==> config.mk <==
export PLATFORM = sky130hd
export DESIGN_NAME = udp_braced_signature_extract
export DESIGN_NICKNAME = d
export VERILOG_FILES = /design/src/rtl/udpsig_pkg.sv /design/src/rtl/udp_braced_signature_extract.sv
export SDC_FILE = /design/constraint.sdc
export NUM_CORES = 1
export LEC_CHECK = 0
export ABC_AREA = 1
export BUFFER_PORTS_ARGS = -buffer_cell sky130_fd_sc_hd__buf_4
export CORE_ASPECT_RATIO = 1.4
export CORE_MARGIN = 1.5
export CORE_UTILIZATION = 30
export DETAILED_ROUTE_END_ITERATION = 10
export PLACE_DENSITY = 0.43
export SYNTH_ARGS = -nofsm -noshare
export SYNTH_HDL_FRONTEND = slang
export SYNTH_SLANG_ARGS = --single-unit
export TNS_END_PERCENT = 100
==> constraint.sdc <==
create_clock -name clock -period 5.31 [get_ports clock]
set_input_delay 0.2655 -clock clock [delete_from_list [all_inputs] [get_ports clock]]
set_output_delay 0.2655 -clock clock [all_outputs]
set_load 0.02 [all_outputs]
==> src/rtl/udpsig_pkg.sv <==
`timescale 1ns / 1ps
`default_nettype none

package udpsig_pkg;

   // Frame geometry limits.
   localparam int MAX_FRAME         = 2048;
   localparam int MAX_CAPTURE_LIMIT = 1500;

   // The position counter saturates at MAX_FRAME, so it must hold that value.
   localparam int POS_W = $clog2(MAX_FRAME + 1);
   // Width of the captured length as it appears on the result channel.
   localparam int CAP_W = 11;

   // Byte offsets inside an Ethernet + IPv4 (20-byte header) + UDP frame.
   localparam int OFS_ETYPE_HI  = 12;
   localparam int OFS_ETYPE_LO  = 13;
   localparam int OFS_IP_PROTO  = 23;
   localparam int OFS_SPORT_HI  = 34;
   localparam int OFS_SPORT_LO  = 35;
   localparam int OFS_ULEN_HI   = 38;
   localparam int OFS_ULEN_LO   = 39;
   localparam int OFS_PAYLOAD   = 42;
   localparam int UDP_HDR_BYTES = 8;

   localparam logic [7:0] ETYPE_HI_IPV4 = 8'h08;
   localparam logic [7:0] ETYPE_LO_IPV4 = 8'h00;
   localparam logic [7:0] IP_PROTO_UDP  = 8'd17;

   // Signature "SEG{" and the closing brace.
   localparam logic [7:0] SIG_S     = 8'h53;
   localparam logic [7:0] SIG_E     = 8'h45;
   localparam logic [7:0] SIG_G     = 8'h47;
   localparam logic [7:0] SIG_OPEN  = 8'h7B;
   localparam logic [7:0] SIG_CLOSE = 8'h7D;

   // Result kinds.
   typedef enum logic [1:0] {
      KIND_NONE   = 2'd0,
      KIND_BYTE   = 2'd1,
      KIND_COMMIT = 2'd2,
      KIND_ABORT  = 2'd3
   } kind_type;

   // Signature search progress, then capturing, then finished for the frame.
   typedef enum logic [2:0] {
      PH_SEEN0   = 3'd0,
      PH_SEEN1   = 3'd1,
      PH_SEEN2   = 3'd2,
      PH_SEEN3   = 3'd3,
      PH_CAPTURE = 3'd4,
      PH_DONE    = 3'd5
   } phase_type;

   // One step of the "SEG{" matcher. A mismatch restarts the search, and the
   // mismatching byte may itself open a new attempt.
   function automatic phase_type advance_match(input phase_type ph, input logic [7:0] b);
      phase_type restart;
      phase_type nxt;
      restart = (b == SIG_S) ? PH_SEEN1 : PH_SEEN0;
      case (ph)
         PH_SEEN0: nxt = restart;
         PH_SEEN1: nxt = (b == SIG_E)    ? PH_SEEN2   : restart;
         PH_SEEN2: nxt = (b == SIG_G)    ? PH_SEEN3   : restart;
         PH_SEEN3: nxt = (b == SIG_OPEN) ? PH_CAPTURE : restart;
         default:  nxt = restart;
      endcase
      return nxt;
   endfunction

endpackage

`default_nettype wire

==> src/rtl/udp_braced_signature_extract.sv <==
`timescale 1ns / 1ps
`default_nettype none

// Scans raw Ethernet frames, one byte per transaction in wire order, for UDP
// over IPv4 (ethertype 0x0800, protocol 17, fixed 20-byte IP header). It
// counts UDP frames, latches the UDP source port and length, and looks in
// the UDP payload for the first "SEG{" followed by a non-empty run closed by
// '}'. Run bytes leave as tentative bytes (tuser 1); the run then ends with
// a commit on the closing brace (tuser 2) or an abort (tuser 3) when the run
// hits the capture limit or the payload, scan window or frame ends first.
// Every accepted byte yields exactly one result transaction, most with
// tuser 0. A byte is accepted every cycle when the result side keeps up.
// A byte is registered in the input register and its result then in the
// result register, which drives the result channel; a held result keeps
// the following byte waiting in the input register. One byte per cycle is
// sustained when the result side keeps up, since the per-byte frame state
// update is combinational between the two registers.
// The input register doubles as a skid stage, so one more byte is still
// taken while a finished result waits for rsp_tready. Only payload bytes
// below frame offset MAX_FRAME are scanned; only the first capture of a
// frame is taken. The UDP frame and capture counters wrap and survive frame
// ends.

module udp_braced_signature_extract (
   input  wire logic         clock,
   input  wire logic         reset,

   input  wire logic         req_tvalid,
   output      logic         req_tready,
   input  wire logic [7:0]   req_tdata,   // [7:0] frame_byte
   input  wire logic         req_tlast,   // frame_last

   output      logic         rsp_tvalid,
   input  wire logic         rsp_tready,
   output      logic [103:0] rsp_tdata,   // [7:0] capture_byte, [23:8] source_port,
                                          // [34:24] capture_length, [66:35] udp_frames,
                                          // [98:67] captures_found, [103:99] zero
   output      logic [1:0]   rsp_tuser    // [1:0] kind
);

   localparam int PLEN_W = 17;

   // Input register.
   logic                      in_valid_ff;
   logic [7:0]                in_byte_ff;
   logic                      in_last_ff;

   // Per-frame state.
   logic [udpsig_pkg::POS_W-1:0] pos_ff,      pos_in;
   logic                         is_ipv4_ff,  is_ipv4_in;
   logic                         is_udp_ff,   is_udp_in;
   logic [15:0]                  port_ff,     port_in;
   logic [15:0]                  ulen_ff,     ulen_in;
   udpsig_pkg::phase_type        phase_ff,    phase_in;
   logic [udpsig_pkg::CAP_W-1:0] cap_ff,      cap_in;

   // Counters that persist across frames.
   logic [31:0]                  udp_cnt_ff,  udp_cnt_in;
   logic [31:0]                  found_cnt_ff, found_cnt_in;

   // Result register.
   logic                         rsp_valid_ff;
   udpsig_pkg::kind_type         rsp_kind_ff, kind_in;
   logic [98:0]                  rsp_data_ff, rsp_data_in;

   logic                         advance;
   logic [7:0]                   cbyte_in;
   logic [udpsig_pkg::CAP_W-1:0] clen_in;
   logic [PLEN_W-1:0]            pay_end;
   logic [PLEN_W-1:0]            pos_ext;
   logic                         in_payload;
   logic                         final_byte;
   logic                         at_limit;

   // The stored byte moves on whenever the result register is free or draining.
   assign advance    = in_valid_ff && (!rsp_valid_ff || rsp_tready);
   assign req_tready = !in_valid_ff || advance;

   assign pos_ext = PLEN_W'(pos_ff);
   assign pay_end = PLEN_W'(ulen_ff) +
                    PLEN_W'(udpsig_pkg::OFS_PAYLOAD - udpsig_pkg::UDP_HDR_BYTES);

   // Field latches and per-frame scanning state. The header fields are all
   // before the payload, so the payload test can use the registered values.
   always_comb begin
      pos_in       = pos_ff;
      is_ipv4_in   = is_ipv4_ff;
      is_udp_in    = is_udp_ff;
      port_in      = port_ff;
      ulen_in      = ulen_ff;
      phase_in     = phase_ff;
      cap_in       = cap_ff;
      udp_cnt_in   = udp_cnt_ff;
      found_cnt_in = found_cnt_ff;
      kind_in      = udpsig_pkg::KIND_NONE;
      cbyte_in     = 8'h00;

      if (pos_ff == udpsig_pkg::POS_W'(udpsig_pkg::OFS_ETYPE_HI)) begin
         is_ipv4_in = (in_byte_ff == udpsig_pkg::ETYPE_HI_IPV4);
      end else if (pos_ff == udpsig_pkg::POS_W'(udpsig_pkg::OFS_ETYPE_LO)) begin
         is_ipv4_in = is_ipv4_ff && (in_byte_ff == udpsig_pkg::ETYPE_LO_IPV4);
      end else if (pos_ff == udpsig_pkg::POS_W'(udpsig_pkg::OFS_IP_PROTO)) begin
         is_udp_in = is_ipv4_ff && (in_byte_ff == udpsig_pkg::IP_PROTO_UDP);
         if (is_ipv4_ff && (in_byte_ff == udpsig_pkg::IP_PROTO_UDP)) begin
            udp_cnt_in = udp_cnt_ff + 32'd1;
         end
      end else if (is_udp_ff && pos_ff == udpsig_pkg::POS_W'(udpsig_pkg::OFS_SPORT_HI)) begin
         port_in = {in_byte_ff, 8'h00};
      end else if (is_udp_ff && pos_ff == udpsig_pkg::POS_W'(udpsig_pkg::OFS_SPORT_LO)) begin
         port_in = {port_ff[15:8], in_byte_ff};
      end else if (is_udp_ff && pos_ff == udpsig_pkg::POS_W'(udpsig_pkg::OFS_ULEN_HI)) begin
         ulen_in = {in_byte_ff, 8'h00};
      end else if (is_udp_ff && pos_ff == udpsig_pkg::POS_W'(udpsig_pkg::OFS_ULEN_LO)) begin
         ulen_in = {ulen_ff[15:8], in_byte_ff};
      end

      in_payload = is_udp_ff
                && (pos_ff >= udpsig_pkg::POS_W'(udpsig_pkg::OFS_PAYLOAD))
                && (pos_ff <  udpsig_pkg::POS_W'(udpsig_pkg::MAX_FRAME))
                && (ulen_ff >= 16'(udpsig_pkg::UDP_HDR_BYTES))
                && (pos_ext < pay_end);

      // Last byte that can still be scanned in this frame.
      final_byte = in_last_ff
                || (pos_ext + PLEN_W'(1) == pay_end)
                || (pos_ff == udpsig_pkg::POS_W'(udpsig_pkg::MAX_FRAME - 1));

      at_limit = ({1'b0, cap_ff} + (udpsig_pkg::CAP_W + 1)'(1))
                 >= (udpsig_pkg::CAP_W + 1)'(udpsig_pkg::MAX_CAPTURE_LIMIT);

      if (in_payload) begin
         if (phase_ff == udpsig_pkg::PH_CAPTURE) begin
            if (in_byte_ff == udpsig_pkg::SIG_CLOSE) begin
               if (cap_ff != '0) begin
                  kind_in      = udpsig_pkg::KIND_COMMIT;
                  found_cnt_in = found_cnt_ff + 32'd1;
                  phase_in     = udpsig_pkg::PH_DONE;
               end else begin
                  // An empty run: keep searching from the next byte.
                  phase_in = udpsig_pkg::PH_SEEN0;
               end
            end else if (final_byte) begin
               if (cap_ff != '0) begin
                  kind_in = udpsig_pkg::KIND_ABORT;
               end
               phase_in = udpsig_pkg::PH_DONE;
            end else if (at_limit) begin
               kind_in  = udpsig_pkg::KIND_ABORT;
               phase_in = udpsig_pkg::advance_match(udpsig_pkg::PH_SEEN0, in_byte_ff);
            end else begin
               kind_in  = udpsig_pkg::KIND_BYTE;
               cbyte_in = in_byte_ff;
               cap_in   = cap_ff + udpsig_pkg::CAP_W'(1);
            end
         end else if (phase_ff != udpsig_pkg::PH_DONE) begin
            phase_in = udpsig_pkg::advance_match(phase_ff, in_byte_ff);
            cap_in   = '0;
         end
      end

      // Reported length is the count after this byte; an abort then empties it.
      clen_in = cap_in;
      if (kind_in == udpsig_pkg::KIND_ABORT) begin
         cap_in = '0;
      end

      rsp_data_in = {found_cnt_in, udp_cnt_in, clen_in, port_in, cbyte_in};

      if (in_last_ff) begin
         pos_in     = '0;
         is_ipv4_in = 1'b0;
         is_udp_in  = 1'b0;
         port_in    = '0;
         ulen_in    = '0;
         phase_in   = udpsig_pkg::PH_SEEN0;
         cap_in     = '0;
      end else if (pos_ff < udpsig_pkg::POS_W'(udpsig_pkg::MAX_FRAME)) begin
         pos_in = pos_ff + udpsig_pkg::POS_W'(1);
      end
   end

   always_ff @(posedge clock) begin
      if (reset) begin
         in_valid_ff  <= 1'b0;
         rsp_valid_ff <= 1'b0;
         pos_ff       <= '0;
         is_ipv4_ff   <= 1'b0;
         is_udp_ff    <= 1'b0;
         port_ff      <= '0;
         ulen_ff      <= '0;
         phase_ff     <= udpsig_pkg::PH_SEEN0;
         cap_ff       <= '0;
         udp_cnt_ff   <= '0;
         found_cnt_ff <= '0;
      end else begin
         if (req_tvalid && req_tready) begin
            in_valid_ff <= 1'b1;
         end else if (advance) begin
            in_valid_ff <= 1'b0;
         end

         if (advance) begin
            rsp_valid_ff <= 1'b1;
            pos_ff       <= pos_in;
            is_ipv4_ff   <= is_ipv4_in;
            is_udp_ff    <= is_udp_in;
            port_ff      <= port_in;
            ulen_ff      <= ulen_in;
            phase_ff     <= phase_in;
            cap_ff       <= cap_in;
            udp_cnt_ff   <= udp_cnt_in;
            found_cnt_ff <= found_cnt_in;
         end else if (rsp_tready) begin
            rsp_valid_ff <= 1'b0;
         end
      end
   end

   // Payload registers carry no reset.
   always_ff @(posedge clock) begin
      if (req_tvalid && req_tready) begin
         in_byte_ff <= req_tdata;
         in_last_ff <= req_tlast;
      end
      if (advance) begin
         rsp_kind_ff <= kind_in;
         rsp_data_ff <= rsp_data_in;
      end
   end

   assign rsp_tvalid = rsp_valid_ff;
   assign rsp_tuser  = rsp_kind_ff;
   assign rsp_tdata  = {5'b00000, rsp_data_ff};

   // A run never grows to the capture limit.
   a_cap_bound: assert property (@(posedge clock) disable iff (reset)
      cap_ff < udpsig_pkg::CAP_W'(udpsig_pkg::MAX_CAPTURE_LIMIT))
      else $error("capture count reached the capture limit");

   // A commit always closes a non-empty run.
   a_commit_len: assert property (@(posedge clock) disable iff (reset)
      (rsp_valid_ff && rsp_kind_ff == udpsig_pkg::KIND_COMMIT) |-> (rsp_data_ff[34:24] != '0))
      else $error("commit with zero captured length");

   // Each commit bumps the capture counter by exactly one.
   a_commit_count: assert property (@(posedge clock) disable iff (reset)
      (advance && kind_in == udpsig_pkg::KIND_COMMIT)
      |=> (found_cnt_ff == $past(found_cnt_ff) + 32'd1))
      else $error("capture counter did not follow a commit");

   // Capturing only happens inside a UDP frame.
   a_capture_udp: assert property (@(posedge clock) disable iff (reset)
      (phase_ff == udpsig_pkg::PH_CAPTURE) |-> is_udp_ff)
      else $error("capturing outside a UDP frame");

endmodule

`default_nettype wire
# Yosys cells after proc, flatten, opt, wreduce, memory -nomap -nowiden
# Cells that the tools add are included.
[op_classes]
n_addsub = 7
n_lt_le_gt_ge = 5
n_eq_ne = 28
mux = 63
bitwise = 2
n_reduce_logical = 36
[op_table]
columns = ["operator", "count"]
rows = [
  ["$mux 32", 8],
  ["$mux 16", 12],
  ["$mux 11", 8],
  ["$add 32x1->32 const B", 2],
  ["$eq 12x6->1 const B", 4],
  ["$eq 8x7->1 const B", 5],
  ["$mux 3", 9],
  ["$eq 12x4->1 const B", 2],
  ["$mux 12", 2],
  ["$mux 2", 9],
  ["$add 16x6->17 const B", 1],
  ["$eq 13x17->1", 1],
  ["$lt 12x17->1", 1],
  ["$ge 16x4->1 const B", 1],
  ["$mux 8", 2],
  ["$reduce_and 7->1", 2],
  ["$add 12x1->13 const B", 1],
  ["$add 11x1->12 const B", 1],
  ["$add 12x1->12 const B", 1],
  ["$eq 12x11->1 const B", 1],
  ["$eq 12x5->1 const B", 1],
  ["$ge 12x11->1 const B", 1],
  ["$ge 12x6->1 const B", 1],
  ["$logic_and 1x1->1", 12],
  ["23 further kinds", 53],
]
[word_totals]
register_bits = 236
input_bits = 13
output_inout_bits = 108
wordCells = 158

# Longest topological paths before layout
# Gate-level depths: netlist of the first run.
[logic_depth]
depth_word = 11
ltp_mapped = 26
ltp_nobuf = 26

# Least setup slack after synthesis of the first run
# Ideal clock, no wire load.
[synth_timing]
path_type = "register to register"
from = "register rsp_valid_ff (netlist: rsp_tvalid)"
to = "register found_cnt_ff[20]"
setup_time_ps = 115
t_arrival_ps = 4242
required_time_ps = 5195
setup_slack_ps = 953
path_stages_with_launch = 8
n_path_buf = 1
synth_period_minus_slack_ps = 4357
cell_sequence = "dfxtp_1 nand2_1 nand2_1 inv_1 clkbuf_1 o21ai_0 nand2_1 inv_1"
[synth_via]
elab_chain_cells = 3
[synth_rtl]
columns = ["item", "line", "source"]
rows = [
  ["from (decl)", "udp_braced_signature_extract.sv:62", "logic rsp_valid_ff;"],
  ["from (signal assigned)", "udp_braced_signature_extract.sv:185", "rsp_valid_ff <= 1'b0;"],
  ["from (signal assigned)", "udp_braced_signature_extract.sv:203", "rsp_valid_ff <= 1'b1;"],
  ["from (signal assigned)", "udp_braced_signature_extract.sv:214", "rsp_valid_ff <= 1'b0;"],
  ["$logic_not 1->1", "udp_braced_signature_extract.sv:76", "assign advance = in_valid_ff && (!rsp_valid_ff || rsp_tready);"],
  ["$logic_or 1x1->1", "udp_braced_signature_extract.sv:76", ""],
  ["$logic_and 1x1->1", "udp_braced_signature_extract.sv:76", ""],
  ["via advance", "udp_braced_signature_extract.sv:66", "logic advance;"],
  ["to (signal assigned)", "udp_braced_signature_extract.sv:212", "found_cnt_ff <= found_cnt_in;"],
  ["to (decl)", "udp_braced_signature_extract.sv:59", "logic [31:0] found_cnt_ff, found_cnt_in;"],
]
# The timed path passes the listed nets, and every way through them passes these cells.
# A chain may end at the register's enable or synchronous reset.

# Worst setup path in the final report of the first run
[layout_timing]
from = "register ulen_ff[6]"
to = "register cap_ff[10] in the netlist's numbering"
[layout_via]
elab_cells_between_ends = 19
cone_classes = "add/sub (1); order compare (2); eq/ne (2); mux (10); reduce/logical (4)"
[layout_lines]
columns = ["item", "line", "source"]
rows = [
  ["from (decl)", "udp_braced_signature_extract.sv:53", "logic [15:0] ulen_ff, ulen_in;"],
  ["from (signal assigned)", "udp_braced_signature_extract.sv:208", "ulen_ff <= ulen_in;"],
  ["parallel branches: the longest is 7 deep, another holds $add 16x6->17", "n/a", ""],
  ["$mux 11 (*)", "udp_braced_signature_extract.sv:131", "if (in_payload) begin"],
  ["via clen_in (one bit)", "udp_braced_signature_extract.sv:68", "logic [udpsig_pkg::CAP_W-1:0] clen_in;"],
  ["$mux 11 (*)", "udp_braced_signature_extract.sv:163", "if (kind_in == udpsig_pkg::KIND_ABORT) begin"],
  ["$mux 11 (*)", "udp_braced_signature_extract.sv:169", "if (in_last_ff) begin"],
  ["to (signal assigned)", "udp_braced_signature_extract.sv:210", "cap_ff <= cap_in;"],
  ["to (decl)", "udp_braced_signature_extract.sv:55", "logic [udpsig_pkg::CAP_W-1:0] cap_ff, cap_in;"],
]
# Mark *: on every way through the listed nets, which the timed path passes.

==> results of run 1 <==
layer usage:
| metal | global-route usage (%) | vias to the layer above | part of all wire [%] |
|---|---|---|---|
| li1 | - | 5561 | - |
| met1 | 19.28 | 5035 | 41 |
| met2 | 31.81 | 173 | 53 |
| met3 | 2.149 | 44 | 3.6 |
| met4 | 4.877 | 0 | 2.0 |
| met5 | 0 | - | 0 |
layout by cell type (no fill, tap or decap), drive strengths merged, types with 2 or more instances in the layout:
cell         instances
clkinvlp             3
nand2              386
bufinv               3
o21a                 2
nor3                38
dlygate4sd3          9
o21ai              122
xnor2                3
inv                250
clkbuf              35
nand3              100
ha                  21
a31oi                5
and2                 2
a22oi                8
xor2                57
nand4               28
dfxtp              126
nor4                18
edfxtp             110
clkinv              13
buf                124
nor2               180
conb                 5
a21oi              118
flip-flops by register name (all words and copies together) (netlist names), 8 cells and up:
name	count
in_byte_ff	8
ulen_ff	16
cap_ff	11
port_ff	16
found_cnt_ff	32
udp_cnt_ff	32
pos_ff	12
rsp_data_ff	99
path summary, 6_finish.rpt:
kind / end / slack [ns]
hold reg to reg: port_ff[3] / 0.46
setup / recovery: cap_ff[10] / 1.98
setup reg to reg: cap_ff[10] / 1.98
hold / removal: rsp_tvalid / 0.07
cell type report:
class | count | area [µm²]
clock buffers | 35 | 788.3
clock inverters | 17 | 176.4
fillers | 4376 | 26260
inverters | 252 | 950.9
multi-input cells | 1104 | 5590
flip-flops and latches | 236 | 5826
well taps | 540 | 675.6
repair buffers | 133 | 1025
power breakdown:
| group | internal, µW | switching [µW] |
|---|---|---|
| logic | 129 | 264 |
| registers | 2000 | 59.0 |
| clock network | 1200 | 797 |
| total | 3320 | 1120 |
through the flow:
stage | cell area [µm²] | hold WS, ns
after floorplan | 12610 | 0.3644
after global placement | 13980 | 0.4434
after detailed placement | 13980 | 0.4450
after CTS | 15030 | 0.04095
after global routing | 15030 | 0.07542
final | 15030 | 0.06535
worst max-delay path, stage by stage, from the launching register on:
cell and delay, ns:
dfxtp_1 0.55, nand2_1 0.15, nor2_1 0.11, nand2_1 0.09
nand2_2 0.11, nand2_1 0.08, nand2_1 0.09, ha_1 0.24
nand2_1 0.08, inv_1 0.04, a21oi_1 0.13, nand4_1 0.12
nand2_1 0.08, nand2_1 0.07, nand2_1 0.07, nand2_1 0.06
nand2_2 0.12, nand3_2 0.15, inv_1 0.37, o21ai_0 0.19
o21ai_2 0.16, nand2_1 0.07, a21oi_1 0.13
cells by family (layout without fill, tap and decap cells):
kind of cell               after synthesis  after routing  share of synthesized area, %
other                                    1              5                       0.02977
xor gates and xnor gates                60             60                         4.231
buffers and inverters                  306            437                         9.564
and+or+nand+nor                        757            757                         26.98
DFF                                    236            236                         46.24
adders and majority gates               21             21                         2.086
AOI/OAI and AO/OA                      261            261                         10.87
==> flow_summary.ini, run 1 <==
[floorplanning]
initial_core_util_pct = 30.51
rows = 88
die_w_um = 176.2
dieHeight_um = 245.5
die_area_um2 = 43250
io-pin-count = 121
core_area_um2 = 41290

[yosys]
synth_area_um2 = 12600
synth_area_leaders = edfxtp_1, dfxtp_1, nand2_1, inv_1, nor2_1
synth_edf_count = 110
ys_warn_count = 0
synth_ff_type = dfxtp_1
synth_top_area_share_pct = 26.22
avgSynthCellArea_um2 = 7.673
synth.most_common_cell = nand2_1
syn-instance-count = 1642
yosysTopAreaCell = edfxtp_1
synth_cell_types = 53
synthTopCellsByCount = nand2_1, inv_1, nor2_1
synthArstFlopShare_pct = 0
ys_ff_latch = 236
ys_seq_area_share_pct = 46.24

[cells_and_area]
final_core_util_pct = 36.41
antenna_cells = 0
layout-drive-gt1-share_pct = 13.51
final_cells = 2317
fin_nets = 1789
area_growth_pct = 19.32

[sta]
finClkSkew_ns = 0.02105
fmax_mhz = 300.1
slew_headroom_pct = 28.41
setup_ws_ns = 1.977
min_period_ns = 3.333
setup-tns-final_ns = 0
fin_crit_sh_pct = 62.76
hold_viol = 0
worstMarginPinSlew_ns = 1.074
rsz0062_at_grt = no
finalSetupViolCount = 0
slew_violations = 0

[cts]
cts_hold_buf = 9
insertion_delay_ns = 0.56
htreeDepth = 1
root_buffer = clkbuf_16
clock_sinks = 236
post_cts_buffers = 0
post_cts_resized = 0
numCtsBuffers = 28
clk_path_buf_depth = 3
clkTransAtPathRegs_ns = 0.06
cts_tree = done

[route]
drc = 0
vias = 10810
routed_wl_mm = 36.40
vias_per_cell = 4.667
avgRoutedWirePerCell_um = 15.71
first_iter_violations = 492
ant_nets = 0
dr.pass1.iters = 5

[setup_path]
start_kind = register
crit_path_start = ulen_ff[6]
crit_type = reg -> reg
rr_startpoint = ulen_ff[6]
worst_setup_path_end_kind = register
worstPathRequired_ns = 5.79
cp_max_fo = 12
worstPathArrival_ns = 3.81
r2r_cells = 22

[power_and_ir_drop]
powerDensity_nw_per_um2 = 295.5
p_total_uw = 4443
leakage_uw = 0.006319
ir_worst_vdd_mv = 0.2196

[outcome]
status = finished clean

[grt]
overflow = 0
grt_pass1_vias = 10370
grt_max_degree = 122
antenna_found_initial = 0
grt_pass1_wl_mm = 56.95
grt_util_all_layers_pct = 16.75

[placement]
portBuffers = 115
dpl_worst_slack_ns = 1.995
place_hpwl_mm = 26.61
placed_cells = 2256
gp_congestion = 0.8574

[flow_run]
drv_cap = 0

[hold_path]
holdPathStages = 4
hp-class = in -> reg
hp-start = rsp_tready
(Power assumes the default switching activity.)
==> run 2: changes to the inputs <==
Clock period 5.31 ns to 3.15 ns, I/O delays scaled along.
==> run 2 against run 1 <==
- critical path depth up 4
- die area unchanged
- worst hold slack better by 0.0034 ns
==> flow_summary.ini, run 2 (same netlist as run 1, synthesis figures left out) <==
[cells_and_area]
regMostFlops = rsp_data_ff
antenna_cells = 0
layout_commonest_cell = nand2_1
final_cells = 2358
final_cell_mix = nand2_1, inv_1, buf_4
reg.largest.list = rsp_data_ff: 99 flops, found_cnt_ff: 32 flops, udp_cnt_ff: 32 flops
layout-drive-gt1-share_pct = 17.44
area_growth_pct = 23.79
fin_nets = 1833
largest_reg_flops = 99
fillCellCount = 4300

[sta]
hold_slack_ns = 0.06874
rsz0062_at_grt = yes
min_period_ns = 2.990
worstMarginPinSlew_ns = 0.6616
slew_violations = 0
fin_crit_sh_pct = 94.92
finalSetupViolCount = 0
fmax_mhz = 334.5
slew_headroom_pct = 55.89
hold_viol = 0
finClkSkew_ns = 0.02085

[hold_path]
hp-class = in -> reg

[route]
ant_nets = 0
vias = 10970
routed_wl_mm = 36.83
first_iter_violations = 508
drc = 0
wl_met2_mm = 19.24
route.met3.wl_mm = 1.192
avgRoutedWirePerCell_um = 15.62
m1WireLength_mm = 15.28
top_layer = met4
vias_per_cell = 4.653
dr.pass1.iters = 5

[cts]
root_buffer = clkbuf_16
clock_sinks = 236
insertion_delay_ns = 0.55
cts_tree = done
clkTransAtPathRegs_ns = 0.06
numCtsBuffers = 26
htreeDepth = 1
clk_path_buf_depth = 3

[flow_run]
drv_cap = 0

[placement]
place_hpwl_mm = 27.26
portBuffers = 115
placed_cells = 2291
gp_congestion = 0.8466

[power_and_ir_drop]
p_sw_uw = 1853
p_sw_share_pct = 25.31
combPwrFrac_pct = 9.7
p_total_uw = 7320
p_clk_share_pct = 43.0
seqPwrFrac_pct = 47.3
ir_worst_vdd_mv = 0.3206
leakage_uw = 0.006549
power.internal_uw = 5467
powerDensity_nw_per_um2 = 469.4

[floorplanning]
rows = 88
core_area_um2 = 41290
die_area_um2 = 43250
initial_core_util_pct = 30.51
dieHeight_um = 245.5
io-pin-count = 121
die_w_um = 176.2

[grt]
overflow = 0
grt_util_all_layers_pct = 16.89
grt_max_degree = 113
antenna_found_initial = 0
grt_pass1_wl_mm = 57.55
grt_pass1_vias = 10540

[setup_path]
worst_setup_path_end_kind = register
worstPathArrival_ns = 3.44
start_kind = register
worstPathRequired_ns = 3.60
cp_max_fo = 5
crit_type = reg -> reg

[outcome]
status = finished clean
## run 2: power by group through the flow
stage | Sequential, µW | Combinational, µW | Clock, µW
4_1_cts | 3460 | 707 | 3270
6_report | 3460 | 710 | 3150
2_1_floorplan | 3590 | 346 | 0
3_3_place_gp | 3530 | 691 | 0
5_1_grt | 3480 | 793 | 3380
3_5_place_dp | 3530 | 696 | 0
## run 2: cell type report
class / instances / area (µm²) / share of cell area, %
Timing Repair Buffer: 178 / 1444 / 9.259
Multi-Input combinational cell: 1105 / 5799 / 37.19
Inverter: 252 / 957.2 / 6.138
Clock buffer: 32 / 714.4 / 4.581
Sequential cell: 236 / 5843 / 37.47
Tap cell: 540 / 675.6 / 4.332
Clock inverter: 15 / 161.4 / 1.035
## run 2: worst paths after layout
kind | from | endpoint | slack [ns] | depth (start not counted)
hold reg to reg | port_ff[7] | port_ff[7] | 0.46 | 2
setup / recovery | ulen_ff[2] | found_cnt_ff[20] | 0.16 | 26
hold / removal | req_tvalid | in_valid_ff | 0.07 | 3
setup reg to reg | ulen_ff[2] | found_cnt_ff[20] | 0.16 | 26
## run 2: stage by stage
stage               setup TNS [ns]  util, %  cell area, µm²  setup WS [ns]
finish                           0    37.77           15600         0.1600
global route               -0.1045    37.77           15600       -0.04185
CTS                              0    36.99           15270        0.01907
detailed placement               0    34.63           14300        0.02796
global placement                 0    34.63           14300        0.07506
floorplan                        0        -           12610         0.3396
## run 2: repair_timing
item | in CTS | in global routing
gates resized for setup | 0 | 60
hold buffers | 10 | 0
setup buffers | 0 | 9
endpoints found under the setup margin | 0 | 98
hold endpoints to repair | 10 | 0
## run 2: per-layer routing
metal / vias up / global-route usage (%)
li1: 5642 / -
met1: 5102 / 19.54
met2: 176 / 31.72
met3: 52 / 1.948
met4: 0 / 5.807
met5: - / 0
## run 2: critical path, cell delays in order (launching register included)
cell,delay [ns]
dfxtp_4,0.38
nand2_4,0.07
nor2_4,0.12
nand2_2,0.09
nand2_2,0.08
nand2_1,0.06
nand2_1,0.09
ha_1,0.25
nand2_1,0.08
nand2_1,0.04
a21oi_1,0.11
nand4_1,0.13
nand2_1,0.10
nand2_1,0.07
nand2_1,0.07
nand2_1,0.06
nand2_2,0.11
buf_12,0.13
nand2_8,0.08
nor2_8,0.17
nand2_4,0.08
nor2_4,0.11
nand2_1,0.06
nor2_2,0.14
o21ai_1,0.08
nand2_1,0.09
inv_1,0.03
==> run 3: changes to the inputs <==
==> constraint.sdc (replaced) <==
create_clock -name clock -period 3.15 [get_ports clock]
set_input_delay 0.63 -clock clock [delete_from_list [all_inputs] [get_ports clock]]
set_output_delay 0.63 -clock clock [all_outputs]
set_load 0.02 [all_outputs]
==> run 3 against run 2 <==
- first-iteration DRC count is 20% higher
- cell area fell by 1.9%
- final cell count is 0.51% lower
- clock skew is 0.0015 ns higher
- sequential power barely moved
- core utilization fell by 0.70 points
- die area stayed put
- worst hold slack improved by 0.18 ns
- critical path type unchanged
- critical endpoint is now rsp_data_ff[87]
==> flow_summary.ini, run 3 (same netlist as run 1, synthesis figures left out) <==
[outcome]
status = finished clean

[floorplanning]
rows = 88
initial_core_util_pct = 30.51
die_w_um = 176.2
dieHeight_um = 245.5
io-pin-count = 121
die_area_um2 = 43250
core_area_um2 = 41290

[cells_and_area]
layout_commonest_cell = nand2_1
stdcell_area_um2 = 15300
regMostFlops = rsp_data_ff
largest_reg_flops = 99
reg.largest.list = rsp_data_ff: 99 flops, found_cnt_ff: 32 flops, udp_cnt_ff: 32 flops
antenna_cells = 0
area_growth_pct = 21.48
layout-drive-gt1-share_pct = 16.06
final_core_util_pct = 37.07
final_cell_mix = nand2_1, inv_1, buf_4
fin_nets = 1819

[sta]
rsz0062_at_grt = yes
min_period_ns = 2.921
slew_headroom_pct = 56.58
slew_violations = 0
worstMarginPinSlew_ns = 0.6489
fin_crit_sh_pct = 92.74
hold_slack_ns = 0.2499
finClkSkew_ns = 0.02233
hold_viol = 0
finalSetupViolCount = 0
fmax_mhz = 342.3

[power_and_ir_drop]
ir_worst_vdd_mv = 0.3523
powerDensity_nw_per_um2 = 480.4
leakage_uw = 0.006474

[setup_path]
cp_max_fo = 10
worstPathRequired_ns = 3.46
worstSetupEndpoint = rsp_data_ff[87]
r2r_slack_ns = 0.23
start_kind = register
worst_setup_path_end_kind = register
worstPathArrival_ns = 3.23
crit_type = reg -> reg
r2r_cells = 23
crit_path_start = ulen_ff[1]
r2r-end = rsp_data_ff[87]
rr_startpoint = ulen_ff[1]

[hold_path]
hp-class = in -> reg

[placement]
portBuffers = 115
place_hpwl_mm = 27.41
placed_cell_area_um2 = 14320
gp_congestion = 0.8563

[grt]
overflow = 0
grt_util_all_layers_pct = 16.92
grt_pass1_vias = 10550
antenna_found_initial = 0
grt_pass1_wl_mm = 57.57
grt_max_degree = 116

[cts]
clk_path_buf_depth = 3
insertion_delay_ns = 0.56
root_buffer = clkbuf_16
clkTransAtPathRegs_ns = 0.06
numCtsBuffers = 27
cts_tree = done
clock_sinks = 236
cts_hold_buf = 0
htreeDepth = 1

[route]
drc = 0
avgRoutedWirePerCell_um = 15.79
first_iter_violations = 611
ant_nets = 0
vias_per_cell = 4.648
vias = 10900
dr.pass1.iters = 7
routed_wl_mm = 37.04

[flow_run]
drv_cap = 0
## run 3: cell types whose count changed in the layout (fill, tap and decap cells not counted), moves of 4 or more
cell	before	now
o21ai_1	19	25
nand2_4	8	4
nor2_1	150	156
nand2_1	356	365
o21ai_0	100	95
nand2_2	21	16
dlygate4sd3_1	10	0
## run 3: worst min-delay path by stage
stage                     to  cells past startpoint         start
4_1_cts        in_byte_ff[5]                      1  req_tdata[5]
5_1_grt        in_byte_ff[1]                      1  req_tdata[1]
3_5_place_dp      port_ff[1]                      2    port_ff[1]
6_report       in_byte_ff[5]                      1  req_tdata[5]
3_3_place_gp      port_ff[0]                      2    port_ff[0]
2_1_floorplan     port_ff[0]                      2    port_ff[0]
## run 3: where the power goes
part	total, µW	switching (µW)	internal, µW
sequential	3460	95.1	3360
combinational	697	461	236
clock	3200	1350	1850
total	7350	1900	5450
## run 3: through the flow
step | std cells | setup WS [ns] | power, µW | setup TNS [ns]
3_3_place_gp | 2292 | 0.08250 | 4226 | 0
2_1_floorplan | 1646 | 0.2360 | 3939 | 0
3_5_place_dp | 2292 | 0.06557 | 4231 | 0
5_1_grt | 2346 | -0.03934 | 7668 | -0.06043
4_1_cts | 2342 | 0.05433 | 7472 | 0
6_report | 2346 | 0.2288 | 7352 | 0
## run 3: metal layers
metal,share of wire [%],GRT usage (%)
met2,52,31.89
met5,0,0
met3,3.3,1.979
met1,41,19.38
met4,2.9,6.008
## run 3: area by class of cell
| class | count | area [µm²] |
|---|---|---|
| sequential | 236 | 5834 |
| inverter | 252 | 953.4 |
| timing repair buffer | 164 | 1310 |
| fill | 4355 | 25980 |
| tap | 540 | 675.6 |
| clock buffer | 31 | 700.7 |
| multi-input combinational | 1104 | 5642 |
| clock inverter | 19 | 188.9 |
## run 3: critical path, stage by stage, from the launching register on
cell and delay [ns]:
dfxtp_4 0.36, ha_4 0.14, nand3_2 0.08, nand2_2 0.11, nand2_2 0.07, nand2_1 0.06, nand2_1 0.06, ha_1 0.27
nand2_1 0.09, inv_1 0.04, a21oi_1 0.13, nand4_1 0.11, nand2_1 0.10, nand2_1 0.07, nand2_1 0.08, nand2_2 0.07
nand2_4 0.10, nand2_8 0.11, nor2_8 0.15, nand2_2 0.10, nor2_2 0.12, nand2_1 0.07, nor2_1 0.13, nor2_1 0.06
## run 3: what timing repair did
action / 4_1_cts / 5_1_grt
buffers inserted: 0 / 4
endpoints found under the setup margin: 0 / 81
resized for setup: 0 / 27
hold endpoints to repair: 0 / 0
